`config.mk`:
```
export PLATFORM = sky130hd
export DESIGN_NAME = tls_client_hello_field_extractor_core
export DESIGN_NICKNAME = d
export VERILOG_FILES = /design/src/rtl/core/tchfe_pkg.sv /design/src/rtl/core/tchfe_parser.sv /design/src/rtl/core/tchfe_queue.sv /design/src/rtl/core/tls_client_hello_field_extractor_core.sv
export SDC_FILE = /design/constraint.sdc
export NUM_CORES = 2
export LEC_CHECK = 0
export ABC_CLOCK_PERIOD_IN_PS = 13100
export BUFFER_PORTS_ARGS = -buffer_cell sky130_fd_sc_hd__buf_2
export CELL_PAD_IN_SITES_DETAIL_PLACEMENT = 1
export CELL_PAD_IN_SITES_GLOBAL_PLACEMENT = 1
export CORE_MARGIN = 2
export CORE_UTILIZATION = 55
export CTS_BUF_LIST = sky130_fd_sc_hd__clkbuf_2
export DETAILED_ROUTE_END_ITERATION = 10
export PLACE_DENSITY_LB_ADDON = 0.3
export SLEW_MARGIN = 20
export SYNTH_ARGS = -nofsm -noshare
export SYNTH_HDL_FRONTEND = slang
export SYNTH_SLANG_ARGS = --single-unit
```
`constraint.sdc`:
```
create_clock -name clk -period 13.1 [get_ports clk]
set_input_delay 3.275 -clock clk [delete_from_list [all_inputs] [get_ports clk]]
set_output_delay 3.275 -clock clk [all_outputs]
set_load 0.01 [all_outputs]
```
`src/rtl/core/tchfe_pkg.sv`:
```
package tchfe_pkg;

  // one input word: a record byte with its packet context
  typedef struct packed {
    logic [7:0]  data_byte;
    logic [15:0] packet_length;
    logic        last_byte;
  } in_t;

  // one result word
  typedef struct packed {
    logic [1:0]  kind;
    logic [7:0]  name_byte;
    logic [1:0]  status;
    logic [7:0]  hs_type;
    logic [15:0] record_version;
    logic [15:0] cipher_first;
    logic [15:0] cipher_second;
    logic [7:0]  extension_count;
    logic [63:0] extension_bitmap;
    logic [7:0]  sni_length;
    logic [7:0]  alpn_length;
    logic        run_end;
  } out_t;

  // result kinds
  localparam logic [1:0] KIND_SNI     = 2'd0;
  localparam logic [1:0] KIND_ALPN    = 2'd1;
  localparam logic [1:0] KIND_SUMMARY = 2'd2;

  // packet status codes
  localparam logic [1:0] ST_CH    = 2'd0;
  localparam logic [1:0] ST_OTHER = 2'd1;
  localparam logic [1:0] ST_REJ   = 2'd2;
  localparam logic [1:0] ST_PEND  = 2'd3;

  // result queue between parser and ports
  localparam int QUEUE_DEPTH = 4;
  localparam int QUEUE_AW    = 2;

  // protocol constants
  localparam logic [7:0]  CT_HANDSHAKE = 8'd22;
  localparam logic [7:0]  HS_CLIENT    = 8'd1;
  localparam logic [7:0]  HS_SERVER    = 8'd2;
  localparam logic [7:0]  HS_CERT      = 8'd11;
  localparam logic [15:0] EXT_SNI      = 16'd0;
  localparam logic [15:0] EXT_ALPN     = 16'd16;
  localparam logic [15:0] EXT_MAP_TOP  = 16'h003f;
  localparam logic [7:0]  SNI_HOST     = 8'd0;

endpackage

```
`src/rtl/core/tchfe_parser.sv`:
```
module tchfe_parser #(
  parameter logic [7:0] SNI_CAPTURE    = 8'd255,
  parameter logic [7:0] ALPN_CAPTURE   = 8'd31,
  parameter logic [7:0] MAX_EXTENSIONS = 8'd255
) (
  input  logic           clk,
  input  logic           rst,
  input  logic           step,
  input  tchfe_pkg::in_t item,
  output logic           name_valid,
  output tchfe_pkg::out_t name_word,
  output logic           sum_valid,
  output tchfe_pkg::out_t sum_word
);

  // parse phases
  localparam logic [4:0] PH_HDR       = 5'd0;
  localparam logic [4:0] PH_HSTYPE    = 5'd1;
  localparam logic [4:0] PH_FIXED     = 5'd2;
  localparam logic [4:0] PH_SIDLEN    = 5'd3;
  localparam logic [4:0] PH_SID       = 5'd4;
  localparam logic [4:0] PH_CLEN      = 5'd5;
  localparam logic [4:0] PH_CIPH      = 5'd6;
  localparam logic [4:0] PH_COMPLEN   = 5'd7;
  localparam logic [4:0] PH_COMP      = 5'd8;
  localparam logic [4:0] PH_ELEN      = 5'd9;
  localparam logic [4:0] PH_EHDR      = 5'd10;
  localparam logic [4:0] PH_SNI_LIST  = 5'd11;
  localparam logic [4:0] PH_SNI_TYPE  = 5'd12;
  localparam logic [4:0] PH_SNI_NLEN  = 5'd13;
  localparam logic [4:0] PH_SNI_NAME  = 5'd14;
  localparam logic [4:0] PH_ALPN_LIST = 5'd15;
  localparam logic [4:0] PH_ALPN_PLEN = 5'd16;
  localparam logic [4:0] PH_ALPN_NAME = 5'd17;
  localparam logic [4:0] PH_ESKIP     = 5'd18;
  localparam logic [4:0] PH_DONE      = 5'd19;

  logic [15:0] off, acc, fbl, exsl, exl, ctype, ver, s1, s2;
  logic [4:0]  ph;
  logic [7:0]  hst, walked, snic, alpnc;
  logic [63:0] seen;
  logic [1:0]  pst;

  logic [15:0] off_next, acc_next, fbl_next, exsl_next, exl_next, ctype_next, ver_next;
  logic [15:0] s1_next, s2_next;
  logic [4:0]  ph_next;
  logic [7:0]  hst_next, walked_next, snic_next, alpnc_next;
  logic [63:0] seen_next;
  logic [1:0]  pst_next;

  // does a field of n bytes, starting after this byte, fit in the packet
  function automatic logic fits(input logic [15:0] pos, input logic [15:0] len,
                                input logic [15:0] n);
    logic [17:0] endp;
    endp = {2'b00, pos} + 18'd1 + {2'b00, n};
    return endp <= {2'b00, len};
  endfunction

  // parse step
  always_comb begin
    logic [7:0]  b;
    logic [15:0] len, v, idx;
    logic        done, rest, endx, walk;
    b    = item.data_byte;
    len  = item.packet_length;
    v    = '0;
    idx  = '0;
    done = 1'b0;
    rest = 1'b0;
    endx = 1'b0;
    walk = 1'b0;
    off_next = off; acc_next = acc; fbl_next = fbl; exsl_next = exsl; exl_next = exl;
    ctype_next = ctype; ver_next = ver; s1_next = s1; s2_next = s2; ph_next = ph;
    hst_next = hst; walked_next = walked; snic_next = snic; alpnc_next = alpnc;
    seen_next = seen; pst_next = pst;
    name_valid = 1'b0;
    name_word = '0;

    // shared body accounting inside the extension walk
    if (ph >= PH_EHDR && ph <= PH_ESKIP) begin
      if (exsl != '0) exsl_next = exsl - 16'd1;
      if (ph != PH_EHDR && exl != '0) exl_next = exl - 16'd1;
    end
    // shared field collection
    if (ph == PH_CLEN || ph == PH_ELEN || ph == PH_EHDR || ph == PH_SNI_LIST ||
        ph == PH_SNI_NLEN || ph == PH_ALPN_LIST) begin
      acc_next = {acc[7:0], b};
      if (fbl != '0) fbl_next = fbl - 16'd1;
      done = (fbl_next == '0);
    end

    unique case (ph)
      PH_HDR: begin
        if (off == 16'd0) pst_next = (b == tchfe_pkg::CT_HANDSHAKE) ? tchfe_pkg::ST_PEND
                                                                     : tchfe_pkg::ST_REJ;
        else if (off == 16'd1 || off == 16'd3) acc_next = {8'd0, b};
        else if (off == 16'd2) ver_next = {acc[7:0], b};
        else begin
          v = {acc[7:0], b};
          if (pst != tchfe_pkg::ST_PEND || ({1'b0, len} < 17'd5 + {1'b0, v}))
            pst_next = tchfe_pkg::ST_REJ;
          ph_next = PH_HSTYPE;
        end
      end
      PH_HSTYPE: begin
        if (pst == tchfe_pkg::ST_PEND && (b == tchfe_pkg::HS_CLIENT ||
            b == tchfe_pkg::HS_SERVER || b == tchfe_pkg::HS_CERT)) begin
          hst_next = b;
          if (b == tchfe_pkg::HS_CLIENT) begin
            pst_next = tchfe_pkg::ST_CH;
            ph_next  = PH_FIXED;
            fbl_next = 16'd37;
            acc_next = '0;
          end else begin
            pst_next = tchfe_pkg::ST_OTHER;
            ph_next  = PH_DONE;
          end
        end else begin
          pst_next = tchfe_pkg::ST_REJ;
          ph_next  = PH_DONE;
        end
      end
      PH_FIXED: begin
        if (fbl != '0) fbl_next = fbl - 16'd1;
        if (fbl_next == '0) ph_next = fits(off, len, 16'd1) ? PH_SIDLEN : PH_DONE;
      end
      PH_SIDLEN: begin
        if (!fits(off, len, {8'd0, b})) ph_next = PH_DONE;
        else if (b == 8'd0) begin
          if (fits(off, len, 16'd2)) begin
            ph_next = PH_CLEN; fbl_next = 16'd2; acc_next = '0;
          end else ph_next = PH_DONE;
        end else begin
          ph_next = PH_SID; fbl_next = {8'd0, b}; acc_next = '0;
        end
      end
      PH_SID: begin
        if (fbl != '0) fbl_next = fbl - 16'd1;
        if (fbl_next == '0) begin
          if (fits(off, len, 16'd2)) begin
            ph_next = PH_CLEN; fbl_next = 16'd2; acc_next = '0;
          end else ph_next = PH_DONE;
        end
      end
      PH_CLEN: begin
        if (done) begin
          v = acc_next;
          if (!fits(off, len, v)) ph_next = PH_DONE;
          else if (v == '0) ph_next = fits(off, len, 16'd1) ? PH_COMPLEN : PH_DONE;
          else begin
            ph_next = PH_CIPH; fbl_next = v; acc_next = '0; exsl_next = v;
          end
        end
      end
      PH_CIPH: begin
        idx = exsl - fbl;
        if (idx == 16'd0 || idx == 16'd2) acc_next = {8'd0, b};
        else if (idx == 16'd1 && exsl >= 16'd2) s1_next = {acc[7:0], b};
        else if (idx == 16'd3 && exsl >= 16'd4) s2_next = {acc[7:0], b};
        if (fbl != '0) fbl_next = fbl - 16'd1;
        if (fbl_next == '0) begin
          exsl_next = '0;
          ph_next = fits(off, len, 16'd1) ? PH_COMPLEN : PH_DONE;
        end
      end
      PH_COMPLEN: begin
        if (!fits(off, len, {8'd0, b})) ph_next = PH_DONE;
        else if (b == 8'd0) begin
          if (fits(off, len, 16'd2)) begin
            ph_next = PH_ELEN; fbl_next = 16'd2; acc_next = '0;
          end else ph_next = PH_DONE;
        end else begin
          ph_next = PH_COMP; fbl_next = {8'd0, b}; acc_next = '0;
        end
      end
      PH_COMP: begin
        if (fbl != '0) fbl_next = fbl - 16'd1;
        if (fbl_next == '0) begin
          if (fits(off, len, 16'd2)) begin
            ph_next = PH_ELEN; fbl_next = 16'd2; acc_next = '0;
          end else ph_next = PH_DONE;
        end
      end
      PH_ELEN: begin
        if (done) begin
          v = acc_next;
          if (!fits(off, len, v)) ph_next = PH_DONE;
          else begin
            exsl_next = v; walk = 1'b1;
          end
        end
      end
      PH_EHDR: begin
        if (done) begin
          v = acc_next;
          if (ctype <= tchfe_pkg::EXT_MAP_TOP) seen_next[ctype[5:0]] = 1'b1;
          if (!fits(off, len, v)) ph_next = PH_DONE;
          else begin
            walked_next = walked + 8'd1;
            exl_next = v;
            if (ctype == tchfe_pkg::EXT_SNI && v >= 16'd2) begin
              ph_next = PH_SNI_LIST; fbl_next = 16'd2; acc_next = '0;
            end else if (ctype == tchfe_pkg::EXT_ALPN && v >= 16'd2) begin
              ph_next = PH_ALPN_LIST; fbl_next = 16'd2; acc_next = '0;
            end else rest = 1'b1;
          end
        end else if (fbl_next == 16'd2) begin
          ctype_next = acc_next;
          acc_next = '0;
        end
      end
      PH_SNI_LIST: begin
        if (done) begin
          if (acc_next >= 16'd3 && exl_next >= 16'd3) ph_next = PH_SNI_TYPE;
          else rest = 1'b1;
        end
      end
      PH_SNI_TYPE: begin
        if (b == tchfe_pkg::SNI_HOST && exl_next >= 16'd2) begin
          ph_next = PH_SNI_NLEN; fbl_next = 16'd2; acc_next = '0;
        end else rest = 1'b1;
      end
      PH_SNI_NLEN: begin
        if (done) begin
          v = acc_next;
          if (v != '0 && v <= exl_next && snic == 8'd0) begin
            ph_next = PH_SNI_NAME; fbl_next = v; acc_next = '0;
          end else rest = 1'b1;
        end
      end
      PH_SNI_NAME: begin
        if (snic < SNI_CAPTURE) begin
          name_valid = 1'b1;
          name_word.kind = tchfe_pkg::KIND_SNI;
          name_word.name_byte = b;
          snic_next = snic + 8'd1;
        end
        if (fbl != '0) fbl_next = fbl - 16'd1;
        if (fbl_next == '0) rest = 1'b1;
      end
      PH_ALPN_LIST: begin
        if (done) begin
          if (acc_next >= 16'd1 && exl_next >= 16'd1) ph_next = PH_ALPN_PLEN;
          else rest = 1'b1;
        end
      end
      PH_ALPN_PLEN: begin
        if (b != 8'd0 && {8'd0, b} <= exl_next && alpnc == 8'd0) begin
          ph_next = PH_ALPN_NAME; fbl_next = {8'd0, b}; acc_next = '0;
        end else rest = 1'b1;
      end
      PH_ALPN_NAME: begin
        if (alpnc < ALPN_CAPTURE) begin
          name_valid = 1'b1;
          name_word.kind = tchfe_pkg::KIND_ALPN;
          name_word.name_byte = b;
          alpnc_next = alpnc + 8'd1;
        end
        if (fbl != '0) fbl_next = fbl - 16'd1;
        if (fbl_next == '0) rest = 1'b1;
      end
      PH_ESKIP: begin
        if (exl_next == '0) endx = 1'b1;
      end
      default: ph_next = PH_DONE;
    endcase

    // extension walk continuation chain
    if (rest) begin
      if (exl_next == '0) endx = 1'b1;
      else ph_next = PH_ESKIP;
    end
    if (endx) begin
      if (walked_next >= MAX_EXTENSIONS) ph_next = PH_DONE;
      else walk = 1'b1;
    end
    if (walk) begin
      if (exsl_next == '0 || !fits(off, len, 16'd4)) ph_next = PH_DONE;
      else begin
        ph_next = PH_EHDR; fbl_next = 16'd4; acc_next = '0;
      end
    end

    if (off != 16'hffff) off_next = off + 16'd1;
  end

  // summary word from the updated state
  always_comb begin
    logic ok;
    ok = (pst_next == tchfe_pkg::ST_CH) || (pst_next == tchfe_pkg::ST_OTHER);
    sum_valid = item.last_byte;
    sum_word = '0;
    sum_word.kind = tchfe_pkg::KIND_SUMMARY;
    sum_word.status = ok ? pst_next : tchfe_pkg::ST_REJ;
    sum_word.run_end = 1'b1;
    if (ok) begin
      sum_word.hs_type          = hst_next;
      sum_word.record_version   = ver_next;
      sum_word.cipher_first     = s1_next;
      sum_word.cipher_second    = s2_next;
      sum_word.extension_count  = walked_next;
      sum_word.extension_bitmap = seen_next;
      sum_word.sni_length       = snic_next;
      sum_word.alpn_length      = alpnc_next;
    end
  end

  // state registers; the last byte clears the packet context
  always_ff @(posedge clk) begin
    if (rst || (step && item.last_byte)) begin
      off <= '0; ph <= PH_HDR; acc <= '0; fbl <= '0; exsl <= '0; exl <= '0;
      ctype <= '0; ver <= '0; hst <= '0; s1 <= '0; s2 <= '0; walked <= '0;
      seen <= '0; snic <= '0; alpnc <= '0; pst <= tchfe_pkg::ST_REJ;
    end else if (step) begin
      off <= off_next; ph <= ph_next; acc <= acc_next; fbl <= fbl_next;
      exsl <= exsl_next; exl <= exl_next; ctype <= ctype_next; ver <= ver_next;
      hst <= hst_next; s1 <= s1_next; s2 <= s2_next; walked <= walked_next;
      seen <= seen_next; snic <= snic_next; alpnc <= alpnc_next; pst <= pst_next;
    end
  end

endmodule

```
`src/rtl/core/tchfe_queue.sv`:
```
module tchfe_queue (
  input  logic            clk,
  input  logic            rst,
  input  logic            wr_a,
  input  tchfe_pkg::out_t word_a,
  input  logic            wr_b,
  input  tchfe_pkg::out_t word_b,
  output logic            full,
  output logic            empty,
  input  logic            pop,
  output tchfe_pkg::out_t result,
  output logic [tchfe_pkg::QUEUE_AW:0] level
);

  tchfe_pkg::out_t slots [tchfe_pkg::QUEUE_DEPTH];
  logic [tchfe_pkg::QUEUE_AW-1:0] wptr, rptr;
  logic [tchfe_pkg::QUEUE_AW:0]   count, count_next;
  logic do_pop;
  logic [1:0] nwr;

  assign empty  = (count == '0);
  // room for two words is always kept open for the next byte
  assign full   = (count > (tchfe_pkg::QUEUE_AW + 1)'(tchfe_pkg::QUEUE_DEPTH - 2));
  assign result = slots[rptr];
  assign level  = count;
  assign do_pop = pop && !empty;
  assign nwr    = {1'b0, wr_a} + {1'b0, wr_b};

  always_comb begin
    count_next = count + {{(tchfe_pkg::QUEUE_AW-1){1'b0}}, nwr} -
                 {{tchfe_pkg::QUEUE_AW{1'b0}}, do_pop};
  end

  // pointers and count
  always_ff @(posedge clk) begin
    if (rst) begin
      wptr <= '0; rptr <= '0; count <= '0;
    end else begin
      wptr  <= wptr + nwr[tchfe_pkg::QUEUE_AW-1:0];
      rptr  <= rptr + {{(tchfe_pkg::QUEUE_AW-1){1'b0}}, do_pop};
      count <= count_next;
    end
  end

  // storage: second word lands after the first when both are written
  always_ff @(posedge clk) begin
    if (wr_a) slots[wptr] <= word_a;
    if (wr_b) slots[wr_a ? wptr + 1'b1 : wptr] <= word_b;
  end

endmodule

```
`src/rtl/core/tls_client_hello_field_extractor_core.sv`:
```
// Channel  Handshake          Payload                 Note
// input    push / full        item   (tchfe_pkg::in_t)  one record byte per word
// result   empty / pop        result (tchfe_pkg::out_t) name bytes, then summary
//
// One input word per cycle, back to back while full is low; each byte is parsed in the cycle it is accepted.
// A byte yields up to two result words into a four-entry result queue.
// full rises when fewer than two queue slots are free; a stalled pop backs up
// into full only then. Synchronous reset empties the queue and clears parse state.
module tls_client_hello_field_extractor_core #(
  parameter logic [7:0] SNI_CAPTURE    = 8'd255,
  parameter logic [7:0] ALPN_CAPTURE   = 8'd31,
  parameter logic [7:0] MAX_EXTENSIONS = 8'd255
) (
  input  logic            clk,
  input  logic            rst,
  input  logic            push,
  output logic            full,
  input  tchfe_pkg::in_t  item,
  output logic            empty,
  input  logic            pop,
  output tchfe_pkg::out_t result
);

  logic            step;
  logic            name_valid, sum_valid;
  tchfe_pkg::out_t name_word, sum_word;
  logic [tchfe_pkg::QUEUE_AW:0] level;

  assign step = push && !full;

  // front: byte parser
  tchfe_parser #(
    .SNI_CAPTURE   (SNI_CAPTURE),
    .ALPN_CAPTURE  (ALPN_CAPTURE),
    .MAX_EXTENSIONS(MAX_EXTENSIONS)
  ) u_parser (
    .clk       (clk),
    .rst       (rst),
    .step      (step),
    .item      (item),
    .name_valid(name_valid),
    .name_word (name_word),
    .sum_valid (sum_valid),
    .sum_word  (sum_word)
  );

  // back: result queue
  tchfe_queue u_queue (
    .clk   (clk),
    .rst   (rst),
    .wr_a  (step && name_valid),
    .word_a(name_word),
    .wr_b  (step && sum_valid),
    .word_b(sum_word),
    .full  (full),
    .empty (empty),
    .pop   (pop),
    .result(result),
    .level (level)
  );

`ifndef SYNTHESIS
  a_level_bound: assert property (@(posedge clk) disable iff (rst)
    level <= (tchfe_pkg::QUEUE_AW + 1)'(tchfe_pkg::QUEUE_DEPTH))
    else $error("result queue overflow");
  a_last_gives_word: assert property (@(posedge clk) disable iff (rst)
    step && item.last_byte |=> !empty)
    else $error("last byte produced no summary");
  a_full_not_empty: assert property (@(posedge clk) disable iff (rst)
    full |-> !empty)
    else $error("full while empty");
`endif

endmodule

```
# Yosys cells after proc, flatten, opt, wreduce, memory -nomap -nowiden
# Memories as Yosys holds them, arrays and structs flattened. A register that Yosys moved wholly into a read port is not among the register bits.
# Cells that the tools add are included.
# op_classes
add_sub_neg	21
bitwise_logic	2
order_cmp	25
eq_ne	35
n_reduce_logical	64
muxes	186
# ops
operator	count
$mux 16	81
$logic_not 16->1	14
$pmux 16 s13	1
$mux 5	40
$mux 64	3
$pmux 16 s11	1
$mux 144	1
$le 18x16->1	5
$pmux 5 s17	1
$eq 16x2->1 const B	5
$ge 16x2->1 const B	5
$mux 8	10
$or 64x64->64	1
$reduce_bool 16->1	4
$pmux 16 s3	1
$sub 16x1->16 const B	3
$eq 5x4->1 const B	8
$mux 1	33
$eq 16x1->1 const B	2
$ge 16x1->1 const B	2
$add 8x1->8 const B	3
$logic_not 8->1	3
$eq 5x3->1 const B	4
$pmux 10 s2	1
59 further kinds	101
# totals
input_bits	29
ramBits	628
regBits	254
out_inout_bits	159
mem_count	1
wordCells	353
# memory_table
memory	words	width	read_ports	rd_clocked_by_memory_dff	wr	line	text
u_queue.slots	4	157	1	1	2	tchfe_queue.sv:15	tchfe_pkg::out_t slots [tchfe_pkg::QUEUE_DEPTH];

# Logic depth before layout (Yosys ltp)
# logic_depth
word_depth	19
depth_mapped	35
ltp_nobuf	30

# Modules after synthesis
# Synthesis repeated with hierarchy kept, for this count alone.
# hier_totals
hier_cells	4767
area_unflattened_um2	53425.0
# modules_own_cells
module	instances	area_per_inst_um2	cells_per_inst
tchfe_queue	1	30664.4	1576
tchfe_parser	1	22731.8	3188
tls_client_hello_field_extractor_core	1	28.8	3

# Worst setup path before layout
# OpenSTA, ideal clock, no wires.
# synth_path
path_type	input -> register
startpoint	in item[17] (netlist bit)
endpoint	reg u_parser.fbl[12]
path_slack_ns	4.032
path_stages	30
arrival_time_ns	9.010
setup_time_ns	0.058
cell_sequence	inv_1 -> a21oi_1 -> a21oi_1 -> inv_1 -> ha_1 -> o31a_1 -> a211o_1 -> a31oi_4 -> o21ai_0 -> a21oi_1 -> o21bai_1 -> a21oi_1 -> o21bai_1 -> a21oi_1 -> xnor2_1 -> ha_1 -> o21a_1 -> a21oi_1 -> a21o_1 -> o211a_1 -> o31ai_1 -> buf_2 -> or4_1 -> mux2i_1 -> a211o_1 -> nor4_2 -> nand4b_2 -> a31oi_4 -> buf_6 -> o221a_2
# synth_between
elab_chain_len	11
word_cells_on_any_way	83
# synth_lines
item	line	text
start, declared	tls_client_hello_field_extractor_core.sv:18	input tchfe_pkg::in_t item,
branches (longest 10 deep; another with $add 18x16->18)	--	
$mux 16 *	tchfe_parser.sv:277	if (walk) begin
end signal, assigned	tchfe_parser.sv:315	off <= off_next; ph <= ph_next; acc <= acc_next; fbl <= fbl_next;
end, declared	tchfe_parser.sv:38	logic [15:0] off, acc, fbl, exsl, exl, ctype, ver, s1, s2;
# Mark *: on every way between the ends.
# A chain may end at the register's enable or synchronous reset.

# Worst setup path after layout
# layout_path
startpoint	in item[23] (netlist bit)
endpoint	reg u_parser.fbl[15]
# The elaborated chain is that of the path after synthesis.

==> results.json <==
{
  "grt_pass1_vias": 41600,
  "grt_pass1_wl_um": 259000,
  "syn_inst": 4567,
  "required_ps": 14500,
  "nets": 4982,
  "worst_slew_pin_slew_ps": 1300,
  "drt-wirelength-per-cell_um": 28.6,
  "syn_avg_cell_area_sq_um": 10.3,
  "routed_wl_um": 174000,
  "num_rows": 107,
  "synth_area_sq_um": 46900,
  "synth_top_family_by_area": "simple AND/OR/NAND/NOR gates",
  "fin_skew_ps": 189,
  "routabilityCongestion": 0.986,
  "synth-simple-area-share_pct": 17.4,
  "slew_headroom_pct": 13.1,
  "ys_types": 105,
  "max-vdd-ir-drop_mv": 0.129,
  "die-area_sq_um": 87600,
  "cts_hold_buf": 0,
  "synth_compound_area_share_pct": 11.4,
  "dieHeight_um": 296,
  "drtPass1Iterations": 6,
  "fillers": 9450,
  "drive_above_1_share_pct": 18.2,
  "min_period_ps": 9680,
  "postCtsResizedCells": 0,
  "clk_pin_slew_ps": 90,
  "track_usage_pct": 39.4,
  "insertion_delay_ps": 1630,
  "yosys-top-cells-area": "edfxtp_1, dfxtp_1, nor2_1",
  "drtAntennaViolNets": 0,
  "synthFlopType": "edfxtp_1",
  "setup.worst_path.class": "input port to flip-flop",
  "ys_seq_elements": 878,
  "rsz0062_at_grt": "no",
  "finalSetupViolCount": 0,
  "start_kind": "input port",
  "syn_to_final_growth_pct": 8.95,
  "slowest_delay_ps": 970,
  "grt_max_degree": 147,
  "finalHoldViolCount": 0,
  "power.leakage_nw": 17.4,
  "synth-edff-count": 584,
  "synth_xor_area_share_pct": 3.38,
  "place_inst": 5694,
  "grt.overflow.total": 0,
  "status": "finished, final reports clean",
  "avgViaCountPerCell": 6.58,
  "ys_top_cells_by_count": "nor2_1, edfxtp_1, nand2_1",
  "htreeDepth": 4,
  "cp_max_fo": 26,
  "cts_tree": "done",
  "design.core.area_sq_um": 84900,
  "yosys.area.top_type": "edfxtp_1",
  "start_util_pct": 55.2,
  "synth_fa_ha_area_share_pct": 5.03,
  "io_pins": 188,
  "dp_hpwl_um": 112000,
  "dpl_worst_slack_ps": 2270,
  "period_share_pct": 73.9,
  "endpoint_kind": "flip-flop",
  "cts-buffers-inserted": 216,
  "die_x_um": 296,
  "p_per_area_nw_per_um2": 153,
  "fmax_mhz": 103,
  "async_reset_ff_share_pct": 0,
  "post_cts_buffers": 0,
  "drcViolationCount": 0,
  "crit_top_cell": "a21oi_1",
  "antenna_found_initial": 6,
  "seq_area_frac_synth_pct": 50.0,
  "drv_slew": 0,
  "regToRegSetupSlack_ps": 3750,
  "synth_mux_area_share_pct": 9.40,
  "clockRootBuffer": "clkbuf_2",
  "power_w": 0.00780,
  "stdcell_count": 6109,
  "hold_class": "flip-flop to flip-flop",
  "cts_buffer_depth": 3,
  "cap_viol_max_count": 0,
  "synth_most_common_cell": "nor2_1",
  "ys_warn_count": 0,
  "vias": 40200,
  "fin_tns_setup_ps": 0,
  "drt_iter0_drc": 4181,
  "setup_ws_ps": 3420,
  "worstPathArrival_ps": 11080,
  "yosys.area.top_type_share_pct": 37.4,
  "critPathSlowestCell": "or4_1",
  "syn_nets": 4781,
  "clock-sinks": 878,
  "portBuffers": 187
}
==> cells in the final DEF, fill, tap and decap left out, types with 20 or more instances in the layout <==
cell type | netlist | routed
nand2_1 | 375 | 364
nand3_1 | 84 | 84
mux4_2 | 156 | 156
inv_1 | 111 | 111
buf_2 | 23 | 187
mux2i_1 | 69 | 69
a22oi_1 | 20 | 20
a211oi_1 | 40 | 40
nand4_1 | 38 | 38
a31oi_1 | 31 | 31
nand2b_1 | 23 | 21
a21oi_1 | 344 | 344
or4_1 | 20 | 20
buf_4 | 8 | 75
clkinv_1 | 5 | 42
a21o_1 | 40 | 40
xor2_1 | 37 | 37
dfxtp_1 | 294 | 292
ha_1 | 182 | 182
o21a_1 | 22 | 22
nor2b_1 | 34 | 34
nor2_1 | 971 | 965
nor3_1 | 75 | 70
or3_1 | 22 | 22
and3_1 | 48 | 48
edfxtp_1 | 584 | 584
and2_1 | 29 | 28
xnor2_1 | 142 | 142
o211ai_1 | 31 | 31
clkbuf_2 | 1 | 342
nor4_1 | 37 | 35
o21ai_0 | 128 | 128
==> layout make-up <==
cell class                 count  area, sq um  share of cell area (%)
antenna                        6         15.0                  0.0294
tap                         1144         1430                    2.80
clock buffer                 342         1710                    3.35
inverter                     119          447                   0.875
timing repair buffer         264         1540                    3.01
multi-input combinational   3289        22000                    43.2
sequential                   878        23400                    45.9
clock inverter                67          453                   0.887
==> worst max-delay path: cells and delay by family <==
family,cells,cell delay (ps)
compound gates,17,4290
xor+xnor,1,100
fa+ha+maj,2,670
buf+inv,4,1010
simple gates,4,1710
==> where the power goes <==
group	switching, W	internal (W)
Sequential	0.000152	0.00308
Combinational	0.00155	0.000942
Clock	0.00127	0.000795
==> metal layers <==
layer / share of wire [%] / vias up / track usage (%) / wire length, um
met5: 0 / - / 0 / 0
met4: 6.5 / 0 / 24.2 / 11400
met3: 9.2 / 673 / 8.44 / 16000
met2: 48 / 2492 / 65.9 / 84200
met1: 36 / 19900 / 46.8 / 62800
li1: - / 17100 / - / -
==> registers in the layout, indices dropped and copies added, names as in the netlist, 3 cells and up <==
| register | count |
|---|---|
| u_parser.exsl | 16 |
| u_parser.walked | 8 |
| u_parser.exl | 16 |
| u_parser.seen | 64 |
| u_parser.off | 16 |
| u_parser.s2 | 16 |
| u_parser.fbl | 16 |
| u_queue.level | 3 |
| u_parser.ctype | 16 |
| u_parser.ph | 5 |
| u_parser.acc | 16 |
| u_parser.alpnc | 8 |
| u_queue.slots | 624 |
| u_parser.ver | 16 |
| u_parser.hst | 8 |
| u_parser.s1 | 16 |
| u_parser.snic | 8 |
==> logic make-up after synthesis <==
family,count (synthesis)
buffers and inverters,400
AOI/OAI and AO/OA,845
and+or+nand+nor,1834
xor gates and xnor gates,180
DFF,878
muxes,243
adders and majority gates,187
==> path summary, 6_finish.rpt <==
path,start,endpoint,depth (start not counted)
min,u_parser.s1[7],u_parser.s1[7],2
max reg2reg,u_parser.ph[0],u_parser.fbl[15],29
min reg2reg,u_parser.s1[7],u_parser.s1[7],2
max,item[23],u_parser.fbl[15],28
==> stage by stage <==
| stage | util [%] | area (sq um) | hold WS (ps) |
|---|---|---|---|
| global placement | 57.6 | 48900 | 429 |
| CTS | 60.1 | 51000 | 458 |
| detailed placement | 57.6 | 48900 | 444 |
| global route | 60.2 | 51100 | 490 |
| finish | 60.2 | 51100 | 457 |
| floorplan | - | 46900 | 418 |
Note: power is estimated with default switching activity, not from simulation.
